===== src/rtl/hrd_pkg.sv =====
`default_nettype none
package hrd_pkg;

	// Defaults for the top level parameters
	localparam int MAX_BEATS_DEF   = 256;
	localparam int SAMPLE_BITS_DEF = 10;

	// Fixed field widths
	localparam int TIME_W      = 32;
	localparam int THRESH_W    = 10;
	localparam int RATE_W      = 8;
	localparam int REFR_W      = 16;
	localparam int COUNT_OUT_W = 9;
	localparam int MEAN_W      = 16;
	localparam int CFG_IDX_W   = 2;
	localparam int CFG_DATA_W  = 16;

	// Beats per minute numerator, in milliseconds
	localparam int RATE_NUM   = 60000;
	localparam int RATE_NUM_W = 16;

	// Baseline filter weights: 0.9 -> 230/256, 0.1 -> 26/256
	localparam int BASE_KEEP = 230;
	localparam int BASE_GAIN = 256 * 26;

	// Command queue depth between front and back
	localparam int QDEPTH = 2;

	typedef enum logic [CFG_IDX_W-1:0] {
		REG_PEAK_THRESHOLD,
		REG_RATE_LOW,
		REG_RATE_HIGH,
		REG_REFRACTORY
	} cfg_reg_t;

	typedef struct packed {
		logic [THRESH_W-1:0] peak_threshold;
		logic [RATE_W-1:0]   rate_low;
		logic [RATE_W-1:0]   rate_high;
		logic [REFR_W-1:0]   refractory_ms;
	} hrd_cfg_t;

	typedef enum logic [1:0] {
		OP_HOLD,
		OP_CLEAR,
		OP_BEAT
	} cmd_op_t;

	typedef struct packed {
		cmd_op_t             op;
		logic [TIME_W-1:0]   elapsed;
	} hrd_cmd_t;

	typedef enum logic [1:0] {
		B_IDLE,
		B_RATE,
		B_MEAN,
		B_DONE
	} back_state_t;

endpackage
`default_nettype wire


===== src/rtl/hrd_front.sv =====
`default_nettype none
module hrd_front #(
	parameter int SAMPLE_BITS = hrd_pkg::SAMPLE_BITS_DEF
) (
	input  wire logic                        clk,
	input  wire logic                        arst_n,
	input  wire logic                        in_valid,
	output logic                             in_stall,
	input  wire logic                        action,
	input  wire logic [SAMPLE_BITS-1:0]      sample,
	input  wire logic [hrd_pkg::TIME_W-1:0]  time_ms,
	input  wire logic                        enable,
	input  wire hrd_pkg::hrd_cfg_t           cfg,
	output logic                             push,
	output hrd_pkg::hrd_cmd_t                cmd,
	input  wire logic                        q_full
);

	localparam int BW = SAMPLE_BITS + 8;
	localparam int PW = SAMPLE_BITS + 17;
	localparam int CW = BW + 2;

	logic                        valid_s1;
	logic                        action_s1;
	logic [SAMPLE_BITS-1:0]      sample_s1;
	logic [hrd_pkg::TIME_W-1:0]  time_s1;
	logic                        enable_s1;

	logic [BW-1:0]               base_q;
	logic [hrd_pkg::TIME_W-1:0]  last_beat_q;

	logic [PW-1:0]               base_prod;
	logic [BW-1:0]               base_next;
	logic                        peak;
	logic [hrd_pkg::TIME_W-1:0]  elapsed;
	logic                        beat;
	logic                        in_acc;

	// Take a new beat whenever the stage is empty or draining into the queue
	assign in_stall = valid_s1 && q_full;
	assign in_acc   = in_valid && !in_stall;
	assign push     = valid_s1 && !q_full;

	// Baseline filter and peak test against the updated baseline
	always_comb begin
		base_prod = PW'(base_q) * PW'(hrd_pkg::BASE_KEEP)
			+ PW'(sample_s1) * PW'(hrd_pkg::BASE_GAIN);
		base_next = BW'(base_prod >> 8);
		peak      = CW'({sample_s1, 8'h00}) >
			(CW'(base_next) + CW'({cfg.peak_threshold, 8'h00}));
		elapsed   = time_s1 - last_beat_q;
		beat      = peak && (elapsed > hrd_pkg::TIME_W'(cfg.refractory_ms));
	end

	// Classify the item for the back end
	always_comb begin
		cmd.elapsed = elapsed;
		if (action_s1) begin
			cmd.op = hrd_pkg::OP_CLEAR;
		end else if (enable_s1 && beat) begin
			cmd.op = hrd_pkg::OP_BEAT;
		end else begin
			cmd.op = hrd_pkg::OP_HOLD;
		end
	end

	// Stage valid
	always_ff @(posedge clk or negedge arst_n) begin
		if (!arst_n) begin
			valid_s1 <= 1'b0;
		end else if (in_acc) begin
			valid_s1 <= 1'b1;
		end else if (push) begin
			valid_s1 <= 1'b0;
		end
	end

	// Hold the accepted item
	always_ff @(posedge clk) begin
		if (in_acc) begin
			action_s1 <= action;
			sample_s1 <= sample;
			time_s1   <= time_ms;
			enable_s1 <= enable;
		end
	end

	// Advance baseline and last beat time as an enabled, non-clear item leaves for the queue
	always_ff @(posedge clk or negedge arst_n) begin
		if (!arst_n) begin
			base_q      <= '0;
			last_beat_q <= '0;
		end else if (push && !action_s1 && enable_s1) begin
			base_q <= base_next;
			if (beat) begin
				last_beat_q <= time_s1;
			end
		end
	end

endmodule
`default_nettype wire


===== src/rtl/hrd_queue.sv =====
`default_nettype none
module hrd_queue (
	input  wire logic              clk,
	input  wire logic              arst_n,
	input  wire logic              push,
	input  wire hrd_pkg::hrd_cmd_t cmd_in,
	output logic                   full,
	input  wire logic              pop,
	output hrd_pkg::hrd_cmd_t      cmd_out,
	output logic                   empty
);

	localparam int PTR_W = (hrd_pkg::QDEPTH > 1) ? $clog2(hrd_pkg::QDEPTH) : 1;
	localparam int CNT_W = $clog2(hrd_pkg::QDEPTH + 1);

	hrd_pkg::hrd_cmd_t   entry_q [hrd_pkg::QDEPTH];
	logic [PTR_W-1:0]    wr_ptr_q;
	logic [PTR_W-1:0]    rd_ptr_q;
	logic [CNT_W-1:0]    cnt_q;

	assign full    = (cnt_q == CNT_W'(hrd_pkg::QDEPTH));
	assign empty   = (cnt_q == '0);
	assign cmd_out = entry_q[rd_ptr_q];

	// Store pushed commands
	always_ff @(posedge clk) begin
		if (push) begin
			entry_q[wr_ptr_q] <= cmd_in;
		end
	end

	// Advance pointers and fill count
	always_ff @(posedge clk or negedge arst_n) begin
		if (!arst_n) begin
			wr_ptr_q <= '0;
			rd_ptr_q <= '0;
			cnt_q    <= '0;
		end else begin
			if (push) begin
				wr_ptr_q <= (wr_ptr_q == PTR_W'(hrd_pkg::QDEPTH - 1)) ? '0 : wr_ptr_q + 1'b1;
			end
			if (pop) begin
				rd_ptr_q <= (rd_ptr_q == PTR_W'(hrd_pkg::QDEPTH - 1)) ? '0 : rd_ptr_q + 1'b1;
			end
			if (push && !pop) begin
				cnt_q <= cnt_q + 1'b1;
			end else if (pop && !push) begin
				cnt_q <= cnt_q - 1'b1;
			end
		end
	end

endmodule
`default_nettype wire


===== src/rtl/hrd_div.sv =====
`default_nettype none
module hrd_div #(
	parameter int QW = 25,
	parameter int VW = 32
) (
	input  wire logic          clk,
	input  wire logic          arst_n,
	input  wire logic          start,
	input  wire logic [QW-1:0] dividend,
	input  wire logic [VW-1:0] divisor,
	output logic               done,
	output logic [QW-1:0]      quotient
);

	localparam int CNT_W = (QW > 1) ? $clog2(QW) : 1;

	logic              busy_q;
	logic              done_q;
	logic [CNT_W-1:0]  cnt_q;
	logic [VW-1:0]     rem_q;
	logic [QW-1:0]     quo_q;
	logic [VW-1:0]     div_q;

	logic [VW:0]       shifted;
	logic [VW:0]       diff;
	logic              fits;

	assign done     = done_q;
	assign quotient = quo_q;

	// One restoring step: bring in the next dividend bit, subtract if it fits
	always_comb begin
		shifted = {rem_q, quo_q[QW-1]};
		diff    = shifted - {1'b0, div_q};
		fits    = (shifted >= {1'b0, div_q});
	end

	// Step control
	always_ff @(posedge clk or negedge arst_n) begin
		if (!arst_n) begin
			busy_q <= 1'b0;
			done_q <= 1'b0;
			cnt_q  <= '0;
		end else begin
			done_q <= 1'b0;
			if (start) begin
				busy_q <= 1'b1;
				cnt_q  <= '0;
			end else if (busy_q) begin
				cnt_q <= cnt_q + 1'b1;
				if (cnt_q == CNT_W'(QW - 1)) begin
					busy_q <= 1'b0;
					done_q <= 1'b1;
				end
			end
		end
	end

	// Remainder and quotient shift register
	always_ff @(posedge clk) begin
		if (start) begin
			rem_q <= '0;
			quo_q <= dividend;
			div_q <= divisor;
		end else if (busy_q) begin
			rem_q <= fits ? VW'(diff) : VW'(shifted);
			quo_q <= {quo_q[QW-2:0], fits};
		end
	end

endmodule
`default_nettype wire


===== src/rtl/hrd_back.sv =====
`default_nettype none
module hrd_back #(
	parameter int MAX_BEATS = hrd_pkg::MAX_BEATS_DEF
) (
	input  wire logic                              clk,
	input  wire logic                              arst_n,
	input  wire hrd_pkg::hrd_cfg_t                 cfg,
	input  wire hrd_pkg::hrd_cmd_t                 cmd,
	input  wire logic                              q_empty,
	output logic                                   pop,
	output logic                                   out_valid,
	input  wire logic                              out_stall,
	output logic [hrd_pkg::RATE_W-1:0]             beat_rate,
	output logic [hrd_pkg::COUNT_OUT_W-1:0]        beat_count,
	output logic [hrd_pkg::MEAN_W-1:0]             mean_rate_x256
);

	localparam int CW    = $clog2(MAX_BEATS + 1);
	localparam int SUM_W = hrd_pkg::RATE_W + CW;
	localparam int QW    = (SUM_W + 8 > hrd_pkg::RATE_NUM_W) ? SUM_W + 8 : hrd_pkg::RATE_NUM_W;
	localparam int VW    = hrd_pkg::TIME_W;

	hrd_pkg::back_state_t state_q, state_d;

	logic [SUM_W-1:0]              sum_q;
	logic [CW-1:0]                 count_q;
	logic [hrd_pkg::MEAN_W-1:0]    mean_q;
	logic [hrd_pkg::RATE_W-1:0]    rate_q;

	logic                          out_valid_q;
	logic [hrd_pkg::RATE_W-1:0]    out_rate_q;
	logic [hrd_pkg::COUNT_OUT_W-1:0] out_count_q;
	logic [hrd_pkg::MEAN_W-1:0]    out_mean_q;

	logic                          div_start;
	logic                          div_sel_rate;
	logic [QW-1:0]                 div_dividend;
	logic [VW-1:0]                 div_divisor;
	logic                          div_done;
	logic [QW-1:0]                 div_quo;

	logic                          in_range;
	logic                          room;
	logic [SUM_W-1:0]              sum_new;
	logic [CW-1:0]                 count_new;
	logic                          out_free;
	logic                          out_load;

	assign out_valid      = out_valid_q;
	assign beat_rate      = out_rate_q;
	assign beat_count     = out_count_q;
	assign mean_rate_x256 = out_mean_q;

	// Rate check and running totals with the fresh quotient
	always_comb begin
		in_range  = (div_quo >= QW'(cfg.rate_low)) && (div_quo <= QW'(cfg.rate_high));
		room      = (count_q < CW'(MAX_BEATS));
		sum_new   = sum_q + SUM_W'(div_quo[hrd_pkg::RATE_W-1:0]);
		count_new = count_q + 1'b1;
		out_free  = !out_valid_q || !out_stall;
	end

	// Divider operands: beat interval first, then the mean
	always_comb begin
		if (div_sel_rate) begin
			div_dividend = QW'(hrd_pkg::RATE_NUM);
			div_divisor  = cmd.elapsed;
		end else begin
			div_dividend = QW'({sum_new, 8'h00});
			div_divisor  = VW'(count_new);
		end
	end

	hrd_div #(
		.QW(QW),
		.VW(VW)
	) u_div (
		.clk(clk),
		.arst_n(arst_n),
		.start(div_start),
		.dividend(div_dividend),
		.divisor(div_divisor),
		.done(div_done),
		.quotient(div_quo)
	);

	// Next state
	always_comb begin
		state_d = state_q;
		case (state_q)
			hrd_pkg::B_IDLE: begin
				if (!q_empty) begin
					state_d = (cmd.op == hrd_pkg::OP_BEAT) ? hrd_pkg::B_RATE : hrd_pkg::B_DONE;
				end
			end
			hrd_pkg::B_RATE: begin
				if (div_done) begin
					state_d = (in_range && room) ? hrd_pkg::B_MEAN : hrd_pkg::B_DONE;
				end
			end
			hrd_pkg::B_MEAN: begin
				if (div_done) begin
					state_d = hrd_pkg::B_DONE;
				end
			end
			hrd_pkg::B_DONE: begin
				if (out_free) begin
					state_d = hrd_pkg::B_IDLE;
				end
			end
			default: state_d = hrd_pkg::B_IDLE;
		endcase
	end

	// State outputs
	always_comb begin
		pop          = 1'b0;
		div_start    = 1'b0;
		div_sel_rate = 1'b0;
		out_load     = 1'b0;
		case (state_q)
			hrd_pkg::B_IDLE: begin
				div_sel_rate = 1'b1;
				if (!q_empty) begin
					pop       = 1'b1;
					div_start = (cmd.op == hrd_pkg::OP_BEAT);
				end
			end
			hrd_pkg::B_RATE: begin
				div_start = div_done && in_range && room;
			end
			hrd_pkg::B_MEAN: begin
				div_start = 1'b0;
			end
			hrd_pkg::B_DONE: begin
				out_load = out_free;
			end
			default: begin
				pop = 1'b0;
			end
		endcase
	end

	always_ff @(posedge clk or negedge arst_n) begin
		if (!arst_n) begin
			state_q <= hrd_pkg::B_IDLE;
		end else begin
			state_q <= state_d;
		end
	end

	// Session totals and cached mean
	always_ff @(posedge clk or negedge arst_n) begin
		if (!arst_n) begin
			sum_q   <= '0;
			count_q <= '0;
			mean_q  <= '0;
			rate_q  <= '0;
		end else begin
			if (pop) begin
				rate_q <= '0;
				if (cmd.op == hrd_pkg::OP_CLEAR) begin
					sum_q   <= '0;
					count_q <= '0;
					mean_q  <= '0;
				end
			end
			if ((state_q == hrd_pkg::B_RATE) && div_done && in_range) begin
				rate_q <= div_quo[hrd_pkg::RATE_W-1:0];
				if (room) begin
					sum_q   <= sum_new;
					count_q <= count_new;
				end
			end
			if ((state_q == hrd_pkg::B_MEAN) && div_done) begin
				mean_q <= hrd_pkg::MEAN_W'(div_quo);
			end
		end
	end

	// Output beat register
	always_ff @(posedge clk or negedge arst_n) begin
		if (!arst_n) begin
			out_valid_q <= 1'b0;
		end else if (out_load) begin
			out_valid_q <= 1'b1;
		end else if (!out_stall) begin
			out_valid_q <= 1'b0;
		end
	end

	always_ff @(posedge clk) begin
		if (out_load) begin
			out_rate_q  <= rate_q;
			out_count_q <= hrd_pkg::COUNT_OUT_W'(count_q);
			out_mean_q  <= mean_q;
		end
	end

endmodule
`default_nettype wire


===== src/rtl/heartbeat_rate_detector.sv =====
// Heartbeat rate detector.
// Input channel (in_valid / in_stall): one beat carries action, sample, time_ms
// and enable. Output channel (out_valid / out_stall): exactly one result beat per
// input beat, in order: beat_rate, beat_count and mean_rate_x256.
// Config channel (cfg_valid / cfg_ready, always ready): cfg_index selects
// peak_threshold, rate_low, rate_high or refractory_ms; write only while idle.
// A front stage updates the baseline and classifies each sample, then hands a
// command to a two-entry queue. The back end runs a shared radix-2 divider,
// one quotient bit per cycle, for 60000/interval and then for the mean. The
// quotient width is 25 at the default capacity. An accepted beat runs both
// divisions, a rejected peak only the first, and a session clear, disabled
// sample or non-peak none.
// The front keeps accepting while the back end works until the queue fills.
// A stalled result is held in the output register; the back end then waits.
// Reset clears the baseline, last beat time, totals and all valids, and loads
// the register defaults (20, 50, 150, 300).
`default_nettype none
module heartbeat_rate_detector #(
	parameter int MAX_BEATS   = hrd_pkg::MAX_BEATS_DEF,
	parameter int SAMPLE_BITS = hrd_pkg::SAMPLE_BITS_DEF
) (
	input  wire logic                                 clk,
	input  wire logic                                 arst_n,
	input  wire logic                                 in_valid,
	output logic                                      in_stall,
	input  wire logic                                 action,
	input  wire logic [SAMPLE_BITS-1:0]               sample,
	input  wire logic [hrd_pkg::TIME_W-1:0]           time_ms,
	input  wire logic                                 enable,
	output logic                                      out_valid,
	input  wire logic                                 out_stall,
	output logic [hrd_pkg::RATE_W-1:0]                beat_rate,
	output logic [hrd_pkg::COUNT_OUT_W-1:0]           beat_count,
	output logic [hrd_pkg::MEAN_W-1:0]                mean_rate_x256,
	input  wire logic                                 cfg_valid,
	output logic                                      cfg_ready,
	input  wire logic [hrd_pkg::CFG_IDX_W-1:0]        cfg_index,
	input  wire logic [hrd_pkg::CFG_DATA_W-1:0]       cfg_data
);

	hrd_pkg::hrd_cfg_t cfg_q;
	hrd_pkg::hrd_cmd_t push_cmd;
	hrd_pkg::hrd_cmd_t pop_cmd;
	logic              push;
	logic              pop;
	logic              q_full;
	logic              q_empty;

	assign cfg_ready = 1'b1;

	// Register writes
	always_ff @(posedge clk or negedge arst_n) begin
		if (!arst_n) begin
			cfg_q.peak_threshold <= hrd_pkg::THRESH_W'(20);
			cfg_q.rate_low       <= hrd_pkg::RATE_W'(50);
			cfg_q.rate_high      <= hrd_pkg::RATE_W'(150);
			cfg_q.refractory_ms  <= hrd_pkg::REFR_W'(300);
		end else if (cfg_valid && cfg_ready) begin
			case (hrd_pkg::cfg_reg_t'(cfg_index))
				hrd_pkg::REG_PEAK_THRESHOLD: begin
					cfg_q.peak_threshold <= cfg_data[hrd_pkg::THRESH_W-1:0];
				end
				hrd_pkg::REG_RATE_LOW: begin
					cfg_q.rate_low <= cfg_data[hrd_pkg::RATE_W-1:0];
				end
				hrd_pkg::REG_RATE_HIGH: begin
					cfg_q.rate_high <= cfg_data[hrd_pkg::RATE_W-1:0];
				end
				hrd_pkg::REG_REFRACTORY: begin
					cfg_q.refractory_ms <= cfg_data[hrd_pkg::REFR_W-1:0];
				end
				default: begin
					cfg_q <= cfg_q;
				end
			endcase
		end
	end

	hrd_front #(
		.SAMPLE_BITS(SAMPLE_BITS)
	) u_front (
		.clk(clk),
		.arst_n(arst_n),
		.in_valid(in_valid),
		.in_stall(in_stall),
		.action(action),
		.sample(sample),
		.time_ms(time_ms),
		.enable(enable),
		.cfg(cfg_q),
		.push(push),
		.cmd(push_cmd),
		.q_full(q_full)
	);

	hrd_queue u_queue (
		.clk(clk),
		.arst_n(arst_n),
		.push(push),
		.cmd_in(push_cmd),
		.full(q_full),
		.pop(pop),
		.cmd_out(pop_cmd),
		.empty(q_empty)
	);

	hrd_back #(
		.MAX_BEATS(MAX_BEATS)
	) u_back (
		.clk(clk),
		.arst_n(arst_n),
		.cfg(cfg_q),
		.cmd(pop_cmd),
		.q_empty(q_empty),
		.pop(pop),
		.out_valid(out_valid),
		.out_stall(out_stall),
		.beat_rate(beat_rate),
		.beat_count(beat_count),
		.mean_rate_x256(mean_rate_x256)
	);

endmodule
`default_nettype wire


===== config.mk =====
export PLATFORM = sky130hd
export DESIGN_NAME = heartbeat_rate_detector
export DESIGN_NICKNAME = d
export VERILOG_FILES = /design/src/rtl/hrd_pkg.sv /design/src/rtl/hrd_front.sv /design/src/rtl/hrd_queue.sv /design/src/rtl/hrd_div.sv /design/src/rtl/hrd_back.sv /design/src/rtl/heartbeat_rate_detector.sv
export SDC_FILE = /design/constraint.sdc
export NUM_CORES = 1
export LEC_CHECK = 0
export BUFFER_PORTS_ARGS = -buffer_cell sky130_fd_sc_hd__buf_2
export CAP_MARGIN = 15
export CORE_MARGIN = 5
export CORE_UTILIZATION = 30
export DETAILED_ROUTE_END_ITERATION = 8
export PLACE_DENSITY_LB_ADDON = 0.08
export SLEW_MARGIN = 10
export SYNTH_ARGS = -nofsm -noshare
export SYNTH_HDL_FRONTEND = slang
export SYNTH_SLANG_ARGS = --single-unit

===== constraint.sdc =====
create_clock -name clk -period 15.9 [get_ports clk]
set_input_delay 0 -clock clk [delete_from_list [all_inputs] [get_ports clk]]
set_output_delay 0 -clock clk [all_outputs]
set_load 0.02 [all_outputs]

# After elaboration in Yosys (flattened, before gate mapping)
# Memory sizes are Yosys's and may differ from the RTL's.
# Cells that the tools add are included.
# classes
n_addsub	11
n_mul	2
div_mod_pow	0
order_cmp	6
n_eq_ne	15
shift	0
muxes	51
bitwise_logic	0
reduce_logical	40
# ops
cell	count
25-bit 2-to-1 mux	3
17-bit 2-to-1 mux	4
32-bit subtractor	2
16-bit 2-to-1 mux	3
9-bit 2-to-1 mux	5
33-bit by 32-bit greater-or-equal comparator with 1-bit output	1
32-bit by 16-bit greater-than comparator with 1-bit output	1
32-bit 2-to-1 mux	1
26-bit by 23-bit adder with 26-bit output	1
25-bit by 8-bit greater-or-equal comparator with 1-bit output	1
25-bit by 8-bit less-or-equal comparator with 1-bit output	1
18-bit by 7-bit multiplier with 25-bit output, second input constant	1
18-bit by 20-bit greater-than comparator with 1-bit output	1
1-bit 2-to-1 mux	20
18-bit by 18-bit adder with 19-bit output	1
2-bit 2-to-1 mux	9
17-bit by 8-bit adder with 17-bit output	1
1-bit logical AND	16
8-bit 2-to-1 mux	2
10-bit by 4-bit multiplier with 14-bit output, second input constant	1
2-bit equality test, second input constant	6
2-bit AND reduction	6
2-bit nonzero test	6
5-bit 2-to-1 mux	2
16 further kinds	30
# word_totals
register_bits	323
latch_bits	0
ram_bits	68
mem_bits_ro	0
out_inout_bits	36
mem_count	1
# memory_table
memory	depth	word_bits	read_ports	rd_ports_with_merged_regs	wr	line	rtl
u_queue.entry_q	2	34	1	0	1	hrd_queue.sv:16	hrd_pkg::hrd_cmd_t entry_q [hrd_pkg::QDEPTH];

# Depth between registers and ports, before layout
# depth
depth_word	8
mapped_depth	44
ltp_nobuf	43

# Modules after synthesis
# Synthesis repeated with hierarchy kept, for this count alone.
# unflattened
cells_unflattened	2271
area_unflattened_um2	24985.2
# modules_own_cells
module	n_inst	cells_each	area_each_um2
hrd_front	1	997	9947.0
hrd_div	1	569	5675.4
hrd_back	1	491	4907.2
hrd_queue	1	122	2791.4
heartbeat_rate_detector	1	92	1664.1

# Least setup slack after synthesis
# No wires, ideal clock.
# synth_timing
path_type	flip-flop to flip-flop
from	register u_front.base_q[1]
to	register u_front.last_beat_q[0] (netlist name)
arrival_ns	8.252
setup_slack_ns	7.523
path_stages_with_launch	43
n_path_buf	1
cell_sequence	dfrtp_1 -> inv_1 -> fa_1 -> inv_1 -> fa_1 -> ha_1 -> inv_1 -> fa_1 -> inv_1 -> ha_1 -> a21o_1 -> a221o_1 -> a311oi_1 -> nor2_1 -> a21oi_1 -> nor2b_1 -> nor2_1 -> nor2b_1 -> [7 not listed] -> a21o_1 -> a21oi_1 -> a211oi_1 -> a211oi_1 -> xnor2_1 -> ha_1 -> a21oi_1 -> xor2_1 -> ha_1 -> nand2_1 -> nor3_1 -> nand4_1 -> nor4_1 -> a2111oi_0 -> nand2_1 -> nor2_2 -> buf_6 -> mux2_4
# synth_via
elab_chain_len	6
# synth_lines
item	line	rtl
from (decl)	hrd_front.sv:29	logic [BW-1:0] base_q;
from (signal assigned)	hrd_front.sv:94	base_q <= base_next;
18-bit by 7-bit multiplier with 25-bit output	hrd_front.sv:46	base_prod = PW'(base_q) * PW'(hrd_pkg::BASE_KEEP)
26-bit by 23-bit adder with 26-bit output	hrd_front.sv:47	+ PW'(sample_s1) * PW'(hrd_pkg::BASE_GAIN);
via u_front.base_prod[24]	hrd_front.sv:32	logic [PW-1:0] base_prod;
18-bit by 18-bit adder with 19-bit output	hrd_front.sv:50	(CW'(base_next) + CW'({cfg.peak_threshold, 8'h00}));
18-bit by 20-bit greater-than comparator with 1-bit output	hrd_front.sv:49	peak = CW'({sample_s1, 8'h00}) >
1-bit logical AND	hrd_front.sv:52	beat = peak && (elapsed > hrd_pkg::TIME_W'(cfg.refractory_ms));
2-bit AND reduction (no source line)	--	
to (signal assigned)	hrd_front.sv:96	last_beat_q <= time_s1;
to (decl)	hrd_front.sv:30	logic [hrd_pkg::TIME_W-1:0] last_beat_q;
# The timed path passes the listed nets, and every way through them passes these cells.
# A chain may end at the register's enable or synchronous reset.

# Worst setup path in the final report
# layout_timing
from	register u_front.base_q[5]
to	register u_front.last_beat_q[16] (netlist name)
# The elaborated chain is that of the path after synthesis.

==> summary.txt <==
Status
  • Status: finished, final reports clean

STA
  • Pins Over Slew Limit: 0
  • RSZ-0062 raised after global routing: no
  • Final period util: 62.83%
  • Final setup fails: 0
  • Final setup TNS: 0 ns
  • Final Hold Viols: 0
  • Worst slew pin tran: 1.173 ns
  • Max Clock Freq: 100.1 MHz
  • Clock Skew: 0.04402 ns
  • Min cycle time layout: 9.990 ns
  • Worst slew margin: 21.63%

Synth
  • Synth Area per Inst: 10.59 um2
  • Post-Syn Nets: 2,633
  • Number of synthesized register bits: 391
  • Number of synthesis warnings: 0
  • Seq/Total Area, Yosys: 44.09%
  • Number of distinct library cells after synthesis: 85
  • Number of flops mapped to enable cells by yosys: 202
  • Synthesized area: 24,160 um2
  • Mapped Cells: 2,282
  • Post-synth ARST share: 40.15%
  • Prevailing post-synth register cell: edfxtp_1

Cells and area
  • Share of post-route cells with drive strength above 1: 12.33%
  • Fin cells: 3,558
  • Most common cell after layout, fill and taps aside: inv_1
  • Fill cell count: 8,161
  • Layout Utilization: 35.21%
  • Most frequent cells in the layout: 275 x inv_1, 230 x ha_1, 202 x edfxtp_1
  • Seq. cell area: 10,650 um2
  • Area growth syn-to-layout: 16.83%
  • Area taken by multi-input logic gates: 12,240 um2
  • Final #Nets: 2,806

Die
  • Row cnt: 104
  • Core area: 80,160 um2
  • Die Span Y: 293.8 um
  • DIE AREA: 86,310 um2
  • IO Count: 103
  • Die X: 293.8 um
  • Initial Util: 30.14%

Clock network
  • CTS Hold Bufs: 65
  • CTS root buf: clkbuf_16
  • Post-CTS Setup Bufs: 0
  • Worst-case clock buffer depth: 3
  • CTS Buf Count: 50
  • CTS tree: built
  • Reg clk slew, reported paths: 0.06 ns
  • H-tree level count: 2
  • Cts repair resizes: 0
  • CTS sink count: 391
  • Worst-skew pair later-pin latency: 0.61 ns

Critical path
  • Classification of the worst setup path: reg2reg
  • Critical Path AT: 10.45 ns
  • Worst r2r src: u_front.base_q[5]
  • CP max stage cell: a2111oi_0
  • Crit-path max cell delay: 0.53 ns
  • CP max FO: 32
  • Critical path required time: 16.36 ns
  • Crit path from: u_front.base_q[5]
  • Crit end category: flop
  • Setup crit start kind: flop
  • Top cell by count, worst path: ha_1

Placement
  • Port buffer count: 101
  • Final Wtd Congestion: 0.8244
  • Hpwl dp: 46,160 um
  • Inst Count DP: 3,397

Routing
  • DR DRC count: 0
  • DR pass1 iterations: 5
  • WL final: 61,810 um
  • Detail Route Antenna Nets: 0
  • Starting DRT DRC Count: 807
  • Drt wl/cell: 17.37 um
  • Vias/cell: 4.709
  • Vias: 16,750

GRT
  • Initial antenna violation count: 0
  • Vias in the first global route: 16,990
  • Global route overflow: 0
  • Largest net degree at the start of global routing: 99
  • First-pass GRT wire length: 98,460 um
  • Overall routing resource usage: 14.31%

Hold path
  • HP Start: cfg_valid
  • Hold/Removal Path Class: in2reg

Flow run
  • Max_cap viols: 0
[critical path, delay by kind of cell, from the launching register on]
kind | cells | cell delay (ns)
flops | 1 | 0.43
buf+inv | 5 | 0.78
mux | 1 | 0.35
compound gates | 12 | 3.28
simple gates | 15 | 1.46
xor+xnor | 3 | 0.53
fa+ha+maj | 8 | 2.99
[metrics by stage]
stage	hold WS [ns]	instance area, um2	worst slack [ns]
floorplan	-0.2956	24160	7.523
global placement	0.1770	25900	6.204
detailed placement	0.1781	25900	5.909
CTS	0.05241	28200	5.847
global route	0.07464	28220	5.126
finish	0.07402	28230	5.910
[routing by layer]
| metal | wire, um | vias to the layer above | global-route usage [%] |
|---|---|---|---|
| met5 | 0 | - | 0 |
| met4 | 1275 | 0 | 3.137 |
| met3 | 1811 | 84 | 1.811 |
| met2 | 26820 | 225 | 22.18 |
| met1 | 31910 | 8068 | 21.46 |
| li1 | - | 8377 | - |
[final timing paths]
check                                                end  slack (ns)  depth (start not counted)
worst max-delay path             u_front.last_beat_q[16]        5.91                         44
worst min-delay path                           cfg_q[22]        0.07                          3
worst max register to register   u_front.last_beat_q[16]        5.91                         44
worst min register to register  u_back.mean_rate_x256[2]        0.45                          0
max in group asynchronous            u_back.u_div.busy_q       14.26                          3
min in group asynchronous         u_front.last_beat_q[3]        0.10                          2
[cells in the mapped netlist (5+ instances only)]
cell type / n / share of area [%]
o22ai_1: 6 / 0.16
dfstp_2: 13 / 1.4
o21ai_0: 150 / 3.1
and2_1: 12 / 0.31
a311oi_1: 6 / 0.22
mux2_2: 44 / 2.1
o21a_1: 24 / 0.75
nand3_1: 45 / 0.93
a211o_1: 6 / 0.22
buf_1: 8 / 0.12
xnor2_1: 79 / 2.9
fa_1: 54 / 4.5
or2_2: 7 / 0.18
nand3b_1: 7 / 0.22
mux2i_1: 57 / 2.4
inv_1: 276 / 4.3
o21ai_1: 8 / 0.17
and3_1: 16 / 0.41
nor2_1: 131 / 2.0
nand2b_1: 17 / 0.44
a31oi_1: 11 / 0.28
nor3b_1: 5 / 0.16
nand4_1: 21 / 0.54
o31ai_1: 8 / 0.25
nor2b_1: 46 / 1.2
nor4_1: 8 / 0.21
ha_1: 230 / 12
xor2_1: 45 / 1.6
a2111oi_0: 7 / 0.25
a21o_1: 47 / 1.5
a21oi_1: 114 / 2.4
a211oi_1: 31 / 0.96
dfrtp_1: 144 / 15
edfxtp_1: 202 / 25
o211ai_1: 10 / 0.31
clkbuf_1: 47 / 0.73
nor3_1: 25 / 0.52
mux2_4: 30 / 1.9
dfxtp_1: 32 / 2.7
nand2_1: 163 / 2.5
o21bai_1: 12 / 0.37
[sequential cells by signal (all words and copies together) (netlist names), 5 cells and up]
| register | cells |
|---|---|
| u_front.time_s1 | 32 |
| u_back.beat_rate | 8 |
| u_back.mean_rate_x256 | 16 |
| u_front.base_q | 18 |
| u_back.sum_q | 17 |
| u_front.last_beat_q | 32 |
| cfg_q | 42 |
| u_back.u_div.rem_q | 32 |
| u_back.u_div.quotient | 25 |
| u_front.sample_s1 | 10 |
| u_back.u_div.cnt_q | 5 |
| u_back.beat_count | 9 |
| u_back.rate_q | 8 |
| u_back.mean_q | 16 |
| u_back.count_q | 9 |
| u_queue.entry_q | 68 |
| u_back.u_div.div_q | 32 |
[cell families after synthesis]
logic type / share of synthesized area, %
AND/OR/NAND/NOR: 10.54
AO/OA/AOI/OAI: 12.69
other: 0.01552
adder cells (fa/ha/maj): 16.39
flip-flops: 44.09
buffers and inverters: 5.412
multiplexers: 6.370
XOR/XNOR: 4.495
[cell type report]
cell class	count	area share, %
multi-input cells	1551	43.37
flip-flops and latches	391	37.75
clock buffers	63	4.712
well taps	1060	4.699
repair buffers	184	4.668
inverters	277	3.688
clock inverters	31	1.108
diodes	1	0.008866
Power is not shown: default switching activity piles up to over one toggle a cycle in this logic, so the estimate is an artifact.
